### src/hw/rtl/acsw_pkg.sv
// Shared types, constants and helpers of the adaptive clap counter switch.
`default_nettype none
package acsw_pkg;

   localparam int INIT_SHIFT  = 13;
   localparam int ADC_BITS    = 10;
   localparam int LEVEL_W     = 30;
   localparam int FRAC_BITS   = LEVEL_W - ADC_BITS;
   localparam int SEED_W      = ADC_BITS + INIT_SHIFT;
   localparam int PCT_W       = 7;
   localparam int ALPHA_W     = 5;
   localparam int DEB_W       = 8;
   localparam int WIN_W       = 16;
   localparam int CLAP_W      = 7;
   localparam int FACTOR_W    = 8;
   localparam int PROD_W      = LEVEL_W + FACTOR_W;
   localparam int ACTION_W    = 2;
   localparam int SAMPLE_W    = 10;
   localparam int PHASE_W     = 3;
   localparam int AMB_W       = 10;
   localparam int CSR_IDX_W   = 3;
   localparam int CSR_DATA_W  = 16;
   localparam int QUEUE_DEPTH = 2;
   localparam int QPTR_W      = $clog2(QUEUE_DEPTH);

   typedef enum logic [ACTION_W-1:0] {
      ACT_SAMPLE = 2'd0,
      ACT_TICK   = 2'd1,
      ACT_TOGGLE = 2'd2,
      ACT_NONE   = 2'd3
   } action_type;

   typedef enum logic [CSR_IDX_W-1:0] {
      CSR_PERCENT  = 3'd0,
      CSR_ALPHA    = 3'd1,
      CSR_DEBOUNCE = 3'd2,
      CSR_WINDOW   = 3'd3,
      CSR_CLAPS    = 3'd4
   } csr_index_type;

   typedef enum logic [4:0] {
      PH_SEED = 5'b00001,
      PH_IDLE = 5'b00010,
      PH_DEB1 = 5'b00100,
      PH_WIN  = 5'b01000,
      PH_DEB2 = 5'b10000
   } phase_type;

   localparam logic [PHASE_W-1:0] CODE_SEED = 3'd0;
   localparam logic [PHASE_W-1:0] CODE_IDLE = 3'd1;
   localparam logic [PHASE_W-1:0] CODE_DEB1 = 3'd2;
   localparam logic [PHASE_W-1:0] CODE_WIN  = 3'd3;
   localparam logic [PHASE_W-1:0] CODE_DEB2 = 3'd4;

   typedef struct packed {
      logic                is_sample;
      logic                is_tick;
      logic                is_toggle;
      logic [ADC_BITS-1:0] sample;
   } item_type;

   typedef struct packed {
      logic [PCT_W-1:0]   percent_above;
      logic [ALPHA_W-1:0] alpha_shift;
      logic [DEB_W-1:0]   debounce_ms;
      logic [WIN_W-1:0]   window_ms;
      logic [CLAP_W-1:0]  claps_needed;
   } cfg_type;

   function automatic logic [ADC_BITS-1:0] mask_sample(input logic [SAMPLE_W-1:0] s);
      logic [ADC_BITS+SAMPLE_W-1:0] wide;
      wide = {{ADC_BITS{1'b0}}, s};
      return wide[ADC_BITS-1:0];
   endfunction

endpackage
`default_nettype wire

### src/hw/rtl/adaptive_clap_counter_switch_top.sv
// Top level of the adaptive clap counter switch: control registers and the two halves.
//
// Usage: each req_ transaction carries an action (audio sample, millisecond
// tick or manual toggle) and a sample value. Every transaction yields exactly
// one rsp_ transaction with the toggle pulse, switch state, clap count, phase
// and integer ambient level after that transaction.
// Throughput: one transaction per cycle on both sides while rsp_stall is low.
// Path: an accepted transaction passes through the two-entry queue and then
// the result register before it can leave. The loop that sets the throughput
// is the state update of the back end. Control registers are written over the
// csr_ port, always ready; the user must write them only while the block is
// idle, the block itself does not enforce this. Reset restores the register
// defaults, empties the queue and returns to seeding, where the first 2^13
// samples set the ambient level. When the receiver raises rsp_stall the result
// holds, the queue fills and req_stall rises once both queue entries are taken.
`default_nettype none
module adaptive_clap_counter_switch_top (
   input  wire                              clock,
   input  wire                              reset,
   input  wire                              req_valid,
   output logic                             req_stall,
   input  wire  [acsw_pkg::ACTION_W-1:0]    req_action,
   input  wire  [acsw_pkg::SAMPLE_W-1:0]    req_sample,
   output logic                             rsp_valid,
   input  wire                              rsp_stall,
   output logic                             rsp_toggle_pulse,
   output logic                             rsp_switch_on,
   output logic [acsw_pkg::CLAP_W-1:0]      rsp_clap_total,
   output logic [acsw_pkg::PHASE_W-1:0]     rsp_phase_now,
   output logic [acsw_pkg::AMB_W-1:0]       rsp_ambient_level,
   input  wire                              csr_valid,
   output logic                             csr_ready,
   input  wire  [acsw_pkg::CSR_IDX_W-1:0]   csr_index,
   input  wire  [acsw_pkg::CSR_DATA_W-1:0]  csr_wdata
);
   import acsw_pkg::*;

   cfg_type  cfg_ff, cfg_in;
   logic     q_valid;
   item_type q_item;
   logic     q_pop;

   assign csr_ready = 1'b1;

   always_comb begin
      cfg_in = cfg_ff;
      if (csr_valid && csr_ready) begin
         case (csr_index_type'(csr_index))
            CSR_PERCENT:  cfg_in.percent_above = csr_wdata[PCT_W-1:0];
            CSR_ALPHA:    cfg_in.alpha_shift   = csr_wdata[ALPHA_W-1:0];
            CSR_DEBOUNCE: cfg_in.debounce_ms   = csr_wdata[DEB_W-1:0];
            CSR_WINDOW:   cfg_in.window_ms     = csr_wdata[WIN_W-1:0];
            CSR_CLAPS:    cfg_in.claps_needed  = csr_wdata[CLAP_W-1:0];
            default:      cfg_in = cfg_ff;
         endcase
      end
   end

   always_ff @(posedge clock) begin
      if (reset) begin
         cfg_ff.percent_above <= PCT_W'(30);
         cfg_ff.alpha_shift   <= ALPHA_W'(14);
         cfg_ff.debounce_ms   <= DEB_W'(30);
         cfg_ff.window_ms     <= WIN_W'(2000);
         cfg_ff.claps_needed  <= CLAP_W'(2);
      end else begin
         cfg_ff <= cfg_in;
      end
   end

   acsw_front u_front (
      .clock      (clock),
      .reset      (reset),
      .req_valid  (req_valid),
      .req_stall  (req_stall),
      .req_action (req_action),
      .req_sample (req_sample),
      .q_valid    (q_valid),
      .q_item     (q_item),
      .q_pop      (q_pop)
   );

   acsw_back u_back (
      .clock             (clock),
      .reset             (reset),
      .cfg               (cfg_ff),
      .q_valid           (q_valid),
      .q_item            (q_item),
      .q_pop             (q_pop),
      .rsp_valid         (rsp_valid),
      .rsp_stall         (rsp_stall),
      .rsp_toggle_pulse  (rsp_toggle_pulse),
      .rsp_switch_on     (rsp_switch_on),
      .rsp_clap_total    (rsp_clap_total),
      .rsp_phase_now     (rsp_phase_now),
      .rsp_ambient_level (rsp_ambient_level)
   );

endmodule
`default_nettype wire

### src/hw/rtl/acsw_front.sv
// Front end: accepts transactions, decodes the action and queues them.
`default_nettype none
module acsw_front (
   input  wire                            clock,
   input  wire                            reset,
   input  wire                            req_valid,
   output logic                           req_stall,
   input  wire  [acsw_pkg::ACTION_W-1:0]  req_action,
   input  wire  [acsw_pkg::SAMPLE_W-1:0]  req_sample,
   output logic                           q_valid,
   output acsw_pkg::item_type             q_item,
   input  wire                            q_pop
);
   import acsw_pkg::*;

   item_type             q_mem_ff [QUEUE_DEPTH];
   logic [QPTR_W-1:0]    wr_ptr_ff, wr_ptr_in;
   logic [QPTR_W-1:0]    rd_ptr_ff, rd_ptr_in;
   logic [QPTR_W:0]      count_ff, count_in;
   logic                 push;
   logic                 pop;
   item_type             item_new;

   assign req_stall = (count_ff == (QPTR_W+1)'(QUEUE_DEPTH));
   assign push      = req_valid && !req_stall;
   assign q_valid   = (count_ff != '0);
   assign pop       = q_pop && q_valid;
   assign q_item    = q_mem_ff[rd_ptr_ff];

   always_comb begin
      item_new.is_sample = (action_type'(req_action) == ACT_SAMPLE);
      item_new.is_tick   = (action_type'(req_action) == ACT_TICK);
      item_new.is_toggle = (action_type'(req_action) == ACT_TOGGLE);
      item_new.sample    = mask_sample(req_sample);
   end

   always_comb begin
      wr_ptr_in = push ? wr_ptr_ff + 1'b1 : wr_ptr_ff;
      rd_ptr_in = pop ? rd_ptr_ff + 1'b1 : rd_ptr_ff;
      count_in  = count_ff;
      if (push && !pop) begin
         count_in = count_ff + 1'b1;
      end else if (pop && !push) begin
         count_in = count_ff - 1'b1;
      end
   end

   always_ff @(posedge clock) begin
      if (reset) begin
         wr_ptr_ff <= '0;
         rd_ptr_ff <= '0;
         count_ff  <= '0;
      end else begin
         wr_ptr_ff <= wr_ptr_in;
         rd_ptr_ff <= rd_ptr_in;
         count_ff  <= count_in;
      end
   end

   always_ff @(posedge clock) begin
      if (push) begin
         q_mem_ff[wr_ptr_ff] <= item_new;
      end
   end

endmodule
`default_nettype wire

### src/hw/rtl/acsw_back.sv
// Back end: level tracking, clap detection, window judging and result register.
`default_nettype none
module acsw_back (
   input  wire                            clock,
   input  wire                            reset,
   input  acsw_pkg::cfg_type              cfg,
   input  wire                            q_valid,
   input  acsw_pkg::item_type             q_item,
   output logic                           q_pop,
   output logic                           rsp_valid,
   input  wire                            rsp_stall,
   output logic                           rsp_toggle_pulse,
   output logic                           rsp_switch_on,
   output logic [acsw_pkg::CLAP_W-1:0]    rsp_clap_total,
   output logic [acsw_pkg::PHASE_W-1:0]   rsp_phase_now,
   output logic [acsw_pkg::AMB_W-1:0]     rsp_ambient_level
);
   import acsw_pkg::*;

   phase_type             phase_ff, phase_in;
   logic [LEVEL_W-1:0]    level_ff, level_in;
   logic [SEED_W-1:0]     seed_sum_ff, seed_sum_in;
   logic [INIT_SHIFT-1:0] seed_cnt_ff, seed_cnt_in;
   logic [WIN_W-1:0]      elapsed_ff, elapsed_in;
   logic [DEB_W-1:0]      deb_ff, deb_in;
   logic [CLAP_W-1:0]     tally_ff, tally_in;
   logic                  switch_ff, switch_in;
   logic                  pulse;

   logic                  rsp_valid_ff;
   logic                  pulse_ff;
   logic                  sw_out_ff;
   logic [CLAP_W-1:0]     tally_out_ff;
   logic [PHASE_W-1:0]    phase_out_ff;
   logic [AMB_W-1:0]      amb_out_ff;

   logic                  take;
   logic [ADC_BITS-1:0]   x;
   logic [LEVEL_W-1:0]    target;
   logic [LEVEL_W-1:0]    avg_next;
   logic [LEVEL_W-1:0]    chk_level;
   logic [FACTOR_W-1:0]   factor;
   logic [PROD_W-1:0]     rhs;
   logic [PROD_W-1:0]     lhs;
   logic [ADC_BITS+6:0]   x_scaled;
   logic                  loud;
   logic [SEED_W-1:0]     seed_total;
   logic [SEED_W+FRAC_BITS-1:0] seed_wide;
   logic [ADC_BITS-1:0]   lvl_int;
   logic [ADC_BITS+AMB_W-1:0] lvl_wide;
   logic [AMB_W-1:0]      amb;
   logic [PHASE_W-1:0]    code;

   assign take  = q_valid && (!rsp_valid_ff || !rsp_stall);
   assign q_pop = take;
   assign x     = q_item.sample;

   // moving average step toward the new sample
   always_comb begin
      target = {x, {FRAC_BITS{1'b0}}};
      if (target >= level_ff) begin
         avg_next = level_ff + ((target - level_ff) >> cfg.alpha_shift);
      end else begin
         avg_next = level_ff - ((level_ff - target) >> cfg.alpha_shift);
      end
   end

   // loudness compare against the level the phase uses
   always_comb begin
      chk_level = (phase_ff inside {PH_IDLE, PH_WIN}) ? avg_next : level_ff;
      factor    = FACTOR_W'(7'd100) + FACTOR_W'(cfg.percent_above);
      rhs       = PROD_W'(chk_level) * PROD_W'(factor);
      x_scaled  = (ADC_BITS+7)'(x) * (ADC_BITS+7)'(7'd100);
      lhs       = PROD_W'({x_scaled, {FRAC_BITS{1'b0}}});
      loud      = lhs > rhs;
   end

   always_comb begin
      seed_total = seed_sum_ff + SEED_W'(x);
      seed_wide  = {seed_total, {FRAC_BITS{1'b0}}};
   end

   always_comb begin
      phase_in    = phase_ff;
      level_in    = level_ff;
      seed_sum_in = seed_sum_ff;
      seed_cnt_in = seed_cnt_ff;
      elapsed_in  = elapsed_ff;
      deb_in      = deb_ff;
      tally_in    = tally_ff;
      switch_in   = switch_ff;
      pulse       = 1'b0;
      if (take) begin
         if (q_item.is_toggle) begin
            switch_in = ~switch_ff;
            pulse     = 1'b1;
         end else if (q_item.is_sample) begin
            case (phase_ff)
               PH_SEED: begin
                  seed_sum_in = seed_total;
                  seed_cnt_in = seed_cnt_ff + 1'b1;
                  if (&seed_cnt_ff) begin
                     level_in = seed_wide[INIT_SHIFT +: LEVEL_W];
                     phase_in = PH_IDLE;
                  end
               end
               PH_IDLE: begin
                  level_in = avg_next;
                  if (loud) begin
                     elapsed_in = '0;
                     deb_in     = cfg.debounce_ms;
                     phase_in   = PH_DEB1;
                  end
               end
               PH_DEB1, PH_DEB2: begin
                  if (deb_ff == '0) begin
                     if (loud) begin
                        tally_in = '0;
                        phase_in = PH_IDLE;
                     end else begin
                        if (tally_ff != {CLAP_W{1'b1}}) begin
                           tally_in = tally_ff + 1'b1;
                        end
                        phase_in = PH_WIN;
                     end
                  end
               end
               PH_WIN: begin
                  if (elapsed_ff < cfg.window_ms) begin
                     level_in = avg_next;
                     if (loud) begin
                        deb_in   = cfg.debounce_ms;
                        phase_in = PH_DEB2;
                     end
                  end
               end
               default: begin
                  phase_in = PH_IDLE;
               end
            endcase
         end else if (q_item.is_tick) begin
            if (phase_ff inside {PH_DEB1, PH_WIN, PH_DEB2}) begin
               if (elapsed_ff != {WIN_W{1'b1}}) begin
                  elapsed_in = elapsed_ff + 1'b1;
               end
               if (phase_ff != PH_WIN && deb_ff != '0) begin
                  deb_in = deb_ff - 1'b1;
               end
            end
         end
         // judge the count at window end
         if ((q_item.is_sample || q_item.is_tick) && phase_in == PH_WIN &&
             elapsed_in >= cfg.window_ms) begin
            if (tally_in >= cfg.claps_needed) begin
               switch_in = ~switch_in;
               pulse     = 1'b1;
            end
            tally_in = '0;
            phase_in = PH_IDLE;
         end
      end
   end

   always_comb begin
      lvl_int  = level_in[LEVEL_W-1:FRAC_BITS];
      lvl_wide = {{AMB_W{1'b0}}, lvl_int};
      if (lvl_wide > (ADC_BITS+AMB_W)'({AMB_W{1'b1}})) begin
         amb = {AMB_W{1'b1}};
      end else begin
         amb = lvl_wide[AMB_W-1:0];
      end
      case (phase_in)
         PH_SEED: code = CODE_SEED;
         PH_IDLE: code = CODE_IDLE;
         PH_DEB1: code = CODE_DEB1;
         PH_WIN:  code = CODE_WIN;
         PH_DEB2: code = CODE_DEB2;
         default: code = CODE_IDLE;
      endcase
   end

   always_ff @(posedge clock) begin
      if (reset) begin
         phase_ff     <= PH_SEED;
         level_ff     <= '0;
         seed_sum_ff  <= '0;
         seed_cnt_ff  <= '0;
         elapsed_ff   <= '0;
         deb_ff       <= '0;
         tally_ff     <= '0;
         switch_ff    <= 1'b0;
         rsp_valid_ff <= 1'b0;
      end else begin
         phase_ff     <= phase_in;
         level_ff     <= level_in;
         seed_sum_ff  <= seed_sum_in;
         seed_cnt_ff  <= seed_cnt_in;
         elapsed_ff   <= elapsed_in;
         deb_ff       <= deb_in;
         tally_ff     <= tally_in;
         switch_ff    <= switch_in;
         if (take) begin
            rsp_valid_ff <= 1'b1;
         end else if (!rsp_stall) begin
            rsp_valid_ff <= 1'b0;
         end
      end
   end

   always_ff @(posedge clock) begin
      if (take) begin
         pulse_ff     <= pulse;
         sw_out_ff    <= switch_in;
         tally_out_ff <= tally_in;
         phase_out_ff <= code;
         amb_out_ff   <= amb;
      end
   end

   assign rsp_valid         = rsp_valid_ff;
   assign rsp_toggle_pulse  = pulse_ff;
   assign rsp_switch_on     = sw_out_ff;
   assign rsp_clap_total    = tally_out_ff;
   assign rsp_phase_now     = phase_out_ff;
   assign rsp_ambient_level = amb_out_ff;

endmodule
`default_nettype wire

### config.mk
export PLATFORM = sky130hd
export DESIGN_NAME = adaptive_clap_counter_switch_top
export DESIGN_NICKNAME = d
export VERILOG_FILES = /design/src/hw/rtl/acsw_pkg.sv /design/src/hw/rtl/adaptive_clap_counter_switch_top.sv /design/src/hw/rtl/acsw_front.sv /design/src/hw/rtl/acsw_back.sv
export SDC_FILE = /design/constraint.sdc
export NUM_CORES = 2
export LEC_CHECK = 0
export ABC_AREA = 1
export BUFFER_PORTS_ARGS = -buffer_cell sky130_fd_sc_hd__buf_4
export CORE_MARGIN = 8
export CORE_UTILIZATION = 39
export DETAILED_ROUTE_END_ITERATION = 12
export GPL_TIMING_DRIVEN = 0
export PLACE_DENSITY = 0.55
export SETUP_SLACK_MARGIN = 0.3
export SLEW_MARGIN = 20
export SYNTH_ARGS = -nofsm -noshare
export SYNTH_HDL_FRONTEND = slang
export SYNTH_SLANG_ARGS = --single-unit
### constraint.sdc
create_clock -name clock -period 25.4 [get_ports clock]
set_input_delay 5.08 -clock clock [delete_from_list [all_inputs] [get_ports clock]]
set_output_delay 5.08 -clock clock [all_outputs]
set_load 0.03 [all_outputs]
# --- Yosys cells after proc, flatten, opt, wreduce, memory -nomap -nowiden ---
# Memories as Yosys holds them, arrays and structs flattened. A register that Yosys moved wholly into a read port is not among the register bits.
# Cells that the tools add are included.
totals:
  wordCells: 173
  n_memories: 1
  regBits: 173
  inputBits: 36
  mem_bits_rw: 26
  out_inout_bits: 25
mem_list:
  columns: ["name", "words", "width", "read_ports", "rd_ports_with_merged_regs", "write_ports", "line", "text"]
  rows:
  - ["u_front.q_mem_ff", 2, 13, 1, 1, 1, "acsw_front.sv:16", "item_type q_mem_ff [QUEUE_DEPTH];"]
op_classes:
  magnitude_cmp: 5
  bitwise_logic: 3
  n_reduce_logical: 37
  eq_ne: 25
  addsub: 14
  mul: 2
  muxes: 61
  shift: 2
ops:
  columns: ["operator", "count"]
  rows:
  - ["$mux 30", 7]
  - ["$mux 16", 8]
  - ["$pmux 30 s3", 1]
  - ["$sub 30x30->30", 3]
  - ["$mux 7", 9]
  - ["$shr 30x5->30", 2]
  - ["$mux 5", 10]
  - ["$mux 8", 6]
  - ["$gt 37x38->1", 1]
  - ["$mul 30x8->38", 1]
  - ["$add 30x30->30", 1]
  - ["$ge 30x30->1", 1]
  - ["$add 23x10->23", 1]
  - ["$pmux 5 s4", 1]
  - ["$add 16x1->16 const B", 1]
  - ["$ge 16x16->1", 1]
  - ["$lt 16x16->1", 1]
  - ["$ne 16x16->1 const B", 1]
  - ["$pmux 8 s2", 1]
  - ["$eq 5x4->1 const B", 3]
  - ["$mul 10x5->15 const B", 1]
  - ["$mux 1", 14]
  - ["$add 13x1->13 const B", 1]
  - ["$reduce_and 13->1", 1]
  - ["other kinds (39)", 72]

# --- Depth between registers and ports, before layout ---
logic_depth:
  ltp_word: 20
  depth_mapped: 99
  ltp_nobuf: 95

# --- Modules after synthesis ---
# From an unflattened synthesis, not the netlist that was laid out.
hier_totals:
  cells_unflattened: 3916
  hier_area_um2: 26356.5
by_module_without_submodules:
  columns: ["module", "instances", "area_per_inst_um2", "seq_area_each_um2", "cells_per_inst"]
  rows:
  - ["acsw_back", 1, 23404.9, 2742.6, 3588]
  - ["adaptive_clap_counter_switch_top", 1, 1712.9, 860.8, 246]
  - ["acsw_front", 1, 1238.7, 880.8, 82]

# --- Least setup slack after synthesis ---
# Ideal clock, no wire load.
synth_timing:
  path_type: "reg-to-reg"
  start: "reg with a tool-made name"
  end: "reg u_back.phase_out_ff[0] (netlist: u_back.rsp_phase_now[0]) (data pin)"
  t_arrival_ps: 13178
  synth_period_minus_slack_ps: 13430
  path_buffers: 5
  path_stages_with_launch: 89
  path_slack_ps: 11970
  required_ps: 25147
  path_cell_list: "dfxtp_1 clkbuf_1 clkbuf_1 clkbuf_1 nand2_1 o21ai_0 inv_1 ha_1 buf_2 nand2_1 inv_1 a21boi_1 nand4_1 nand2_2 inv_2 nand2_2 nand2_1 nand3_2 [53 not listed] ha_1 nand2_1 inv_1 nand3_1 nor3_1 nand2_1 nand3_1 o221ai_1 inv_1 nand2_1 nor2_2 nand3_1 nand2_1 nand3_1 inv_1 nand3b_1 nand3_2 nand2_1"
synth_rtl:
  columns: ["element", "line", "text"]
  rows:
  - ["end signal, assigned", "acsw_back.sv:215", "phase_out_ff <= code;"]
  - ["end, declared", "acsw_back.sv:34", "logic [PHASE_W-1:0] phase_out_ff;"]

==> impl_results.md <==
- Power per cell area: 125 nW/um^2
- CP Class: register to register
- Met1 WL: 41900 um
- CTS resizes: 0
- Met3 wire length: 4690 um
- Number of synthesized flops with an enable pin: 48
- FFs w/ async S/R, synth: 0
- Fin. Hold Viols: 0
- Cells after Synth: 3838
- Clock share of power: 0.076
- Top Metal Used: met4
- Mapped Avg Cell Area: 6.87 sq um
- Drt drc: 0
- Startpoint Class: register
- ANT nets after route: 0
- Mapped Area: 26400 sq um
- RSZ-0062 raised after global routing: false
- Register area: 4480 sq um
- CP dominant cell by count: nand2_1
- Number of inserted diodes: 0
- Drt via density: 5.33
- Final Power: 3.55 mW
- Core Region: 67000 sq um
- TritonCTS clock tree: built
- Met2 routed WL: 41900 um
- Internal Power: 1.46 mW
- Drt total wl: 91800 um
- Crit. End Element: register
- Largest net degree at the start of global routing: 25
- Slew headroom: 0.261
- Switch share: 0.588
- Synth Net Count: 4265
- Maximum VDD drop: 0.176 mV
- Die width: 276 um
- Fillers: 7299
- Area Overhead vs Synth: 8.11%
- Flop pwr share: 0.128
- Total Routing Usage GR: 0.244
- CTS Buf Count: 17
- Leakage: 13.7 nW
- Setup TNS Final: 0 ns
- Pre-CTS setup slack: 8.30 ns
- Area of the multi-input gates: 18900 sq um
- Number of global-route vias before repair: 24900
- Fin Clk Skew: 0.0136 ns
- Status: complete, no violations
- Routed length per instance: 19.1 um
- Clk_lat worst skew: 0.47 ns
- # Post-CTS Setup Buffers: 0
- Minimum clock period: 17.16 ns
- Cell accounting for the most synthesized area: fa_1
- Congestion Overflow GR: 0
- Placer Congestion: 0.979
- Highest Clock Rate: 58.3 MHz
- Hold Slack: 0.451 ns
- Proportion of netlist area held by the largest area contributor: 0.134
- Crit Path Max Fanout: 10
- Worst slew pin tran: 1.10 ns
- Final Setup Violations: 0
- Critical Path RT: 25.62 ns
- Final Slew Violations: 0
- CTS Buffer Depth: 2
- Root Buffer: clkbuf_16
- Crit path largest cell delay: 0.56 ns
- First-pass GRT wire length: 145000 um
- Sink Count: 200
- CP arrival: 17.38 ns
- Share of post-route cells with drive strength above 1: 0.0887
- Clock-pin slew of the registers on the worst-case setup and hold paths: 0.08 ns
- DIE AREA: 76200 sq um
- Distinct cells, synth: 68
- Nets: 4347
- Worst setup margin: 8.24 ns
- Critical path's slowest cell: ha_1
- # Max-Cap Violations: 0
- Starting density of the core: 0.393
- Hold-fix buffers at CTS: 0
- Main flop type after synthesis: dfxtp_1
- Iter 0 DRT Violations: 2146
- Io pins: 61
- Die H: 276 um
- Row count: 95
- Synthesized flop and latch total: 200
- DP HPWL: 76600 um
- Pre-Repair DR Iteration Count: 6
- Post-synthesis sequential area ratio: 0.170
- Final Cell Area: 28500 sq um
- Fin crit share: 0.676
- CTS HTree Levels: 4
- Vias: 25600
- Hold WC Path Type: register to register
- Switching pwr: 2.09 mW
- Initial antenna violation count: 0
- Top cells by area, synth: fa_1 (13%), dfxtp_1 (12%), nand2_1 (11%)
- Logic pwr share: 0.796
- Synth warn: 0
- Placed instance area: 27900 sq um
- Number of port buffers: 58
-- cell type report --
type	count	share of cell area
tap	873	0.0383
multi-input combinational	2873	0.664
buffer	144	0.0218
clock buffer	18	0.0154
inverter	621	0.0818
timing repair buffer	63	0.0170
sequential	200	0.157
clock inverter	14	0.00400
-- synthesized netlist by cell type (all sizes together), types with 43 or more instances --
library cell    n
inv           614
dfxtp         152
ha            215
a21oi         270
nand4          43
o21ai         326
xor2           87
clkbuf         91
fa            176
nand3         238
nor2          407
nand2         806
edfxtp         48
buf            53
-- registers in the layout, summed over array words and instances (netlist names), 3 cells and up, named ones only --
signal,flops
cfg_ff,43
u_back.level_ff,30
u_front.q_mem_ff,26
u_back.seed_sum_ff,23
u_back.elapsed_ff,16
u_back.seed_cnt_ff,13
u_back.rsp_ambient_level,10
u_back.deb_ff,8
u_back.rsp_clap_total,7
u_back.tally_ff,7
u_back.phase_ff,5
u_back.rsp_phase_now,3
-- kinds of logic after synthesis --
family                     count (synthesis)  synth area share
AOI/OAI and AO/OA                        763             0.165
xor gates and xnor gates                 121            0.0405
buffers and inverters                    765             0.112
muxes                                      9           0.00347
and+or+nand+nor                         1588             0.273
adders and majority gates                391             0.236
other                                      1          0.000142
DFF                                      200             0.170
-- per-layer routing --
| metal | global-route usage | vias to the layer above |
|---|---|---|
| met5 | 0 | - |
| met4 | 0.0819 | 0 |
| met3 | 0.0238 | 145 |
| met2 | 0.406 | 812 |
| met1 | 0.331 | 12100 |
| li1 | - | 12600 |
-- final timing paths --
kind	from	end	slack, ns	cells after the start
worst max register to register	register	u_back.rsp_phase_now[0]$_DFFE_PP_	8.24	90
worst max-delay path	register	u_back.rsp_phase_now[0]$_DFFE_PP_	8.24	90
worst min register to register	cfg_ff[29]$_SDFFE_PP0P_	cfg_ff[29]$_SDFFE_PP0P_	0.45	2
worst min-delay path	cfg_ff[29]$_SDFFE_PP0P_	cfg_ff[29]$_SDFFE_PP0P_	0.45	2
-- power groups by stage --
stage / registers (mW) / logic (mW) / clock network, mW
CTS: 0.453 / 2.81 / 0.275
floorplan: 0.468 / 1.98 / 0
global placement: 0.461 / 2.78 / 0
detailed placement: 0.458 / 2.79 / 0
finish: 0.454 / 2.82 / 0.270
global route: 0.459 / 3.17 / 0.288
-- metrics by stage --
step,instances,utilization
2_1_floorplan,3838,-
3_3_place_gp,4769,0.416
3_5_place_dp,4774,0.417
4_1_cts,4806,0.425
5_1_grt,4806,0.425
6_report,4806,0.425
-- layout by cell type, fill, tap and decap left out, types with 10 or more instances in the layout --
master     instances
a211oi_1          28
a21oi_1          253
a21oi_2           13
a31oi_1           30
buf_1             15
buf_2             29
buf_4             68
clkbuf_1          91
clkbuf_16         17
dfxtp_1          152
edfxtp_1          48
fa_1             176
ha_1             215
inv_1            596
inv_2             18
nand2_1          744
nand2_2           52
nand2_4           10
nand3_1          205
nand3_2           28
nand4_1           39
nor2_1           368
nor2_2            27
nor2_4            10
nor3_1            33
nor4_1            10
o211ai_1          32
o21a_1            11
o21ai_0          257
o21ai_1           64
o21bai_1          10
or2_2             29
xnor2_1           34
xor2_1            86
-- worst max-delay path, delay by kind of cell (launching register included) --
| family | cells | cell delay [ns] |
|---|---|---|
| compound gates | 27 | 4.98 |
| simple gates | 39 | 4.67 |
| fa+ha+maj | 9 | 3.99 |
| buf+inv | 12 | 2.32 |
| xor+xnor | 3 | 0.59 |
| flops | 1 | 0.31 |
Power figures use the tool's default switching activity.
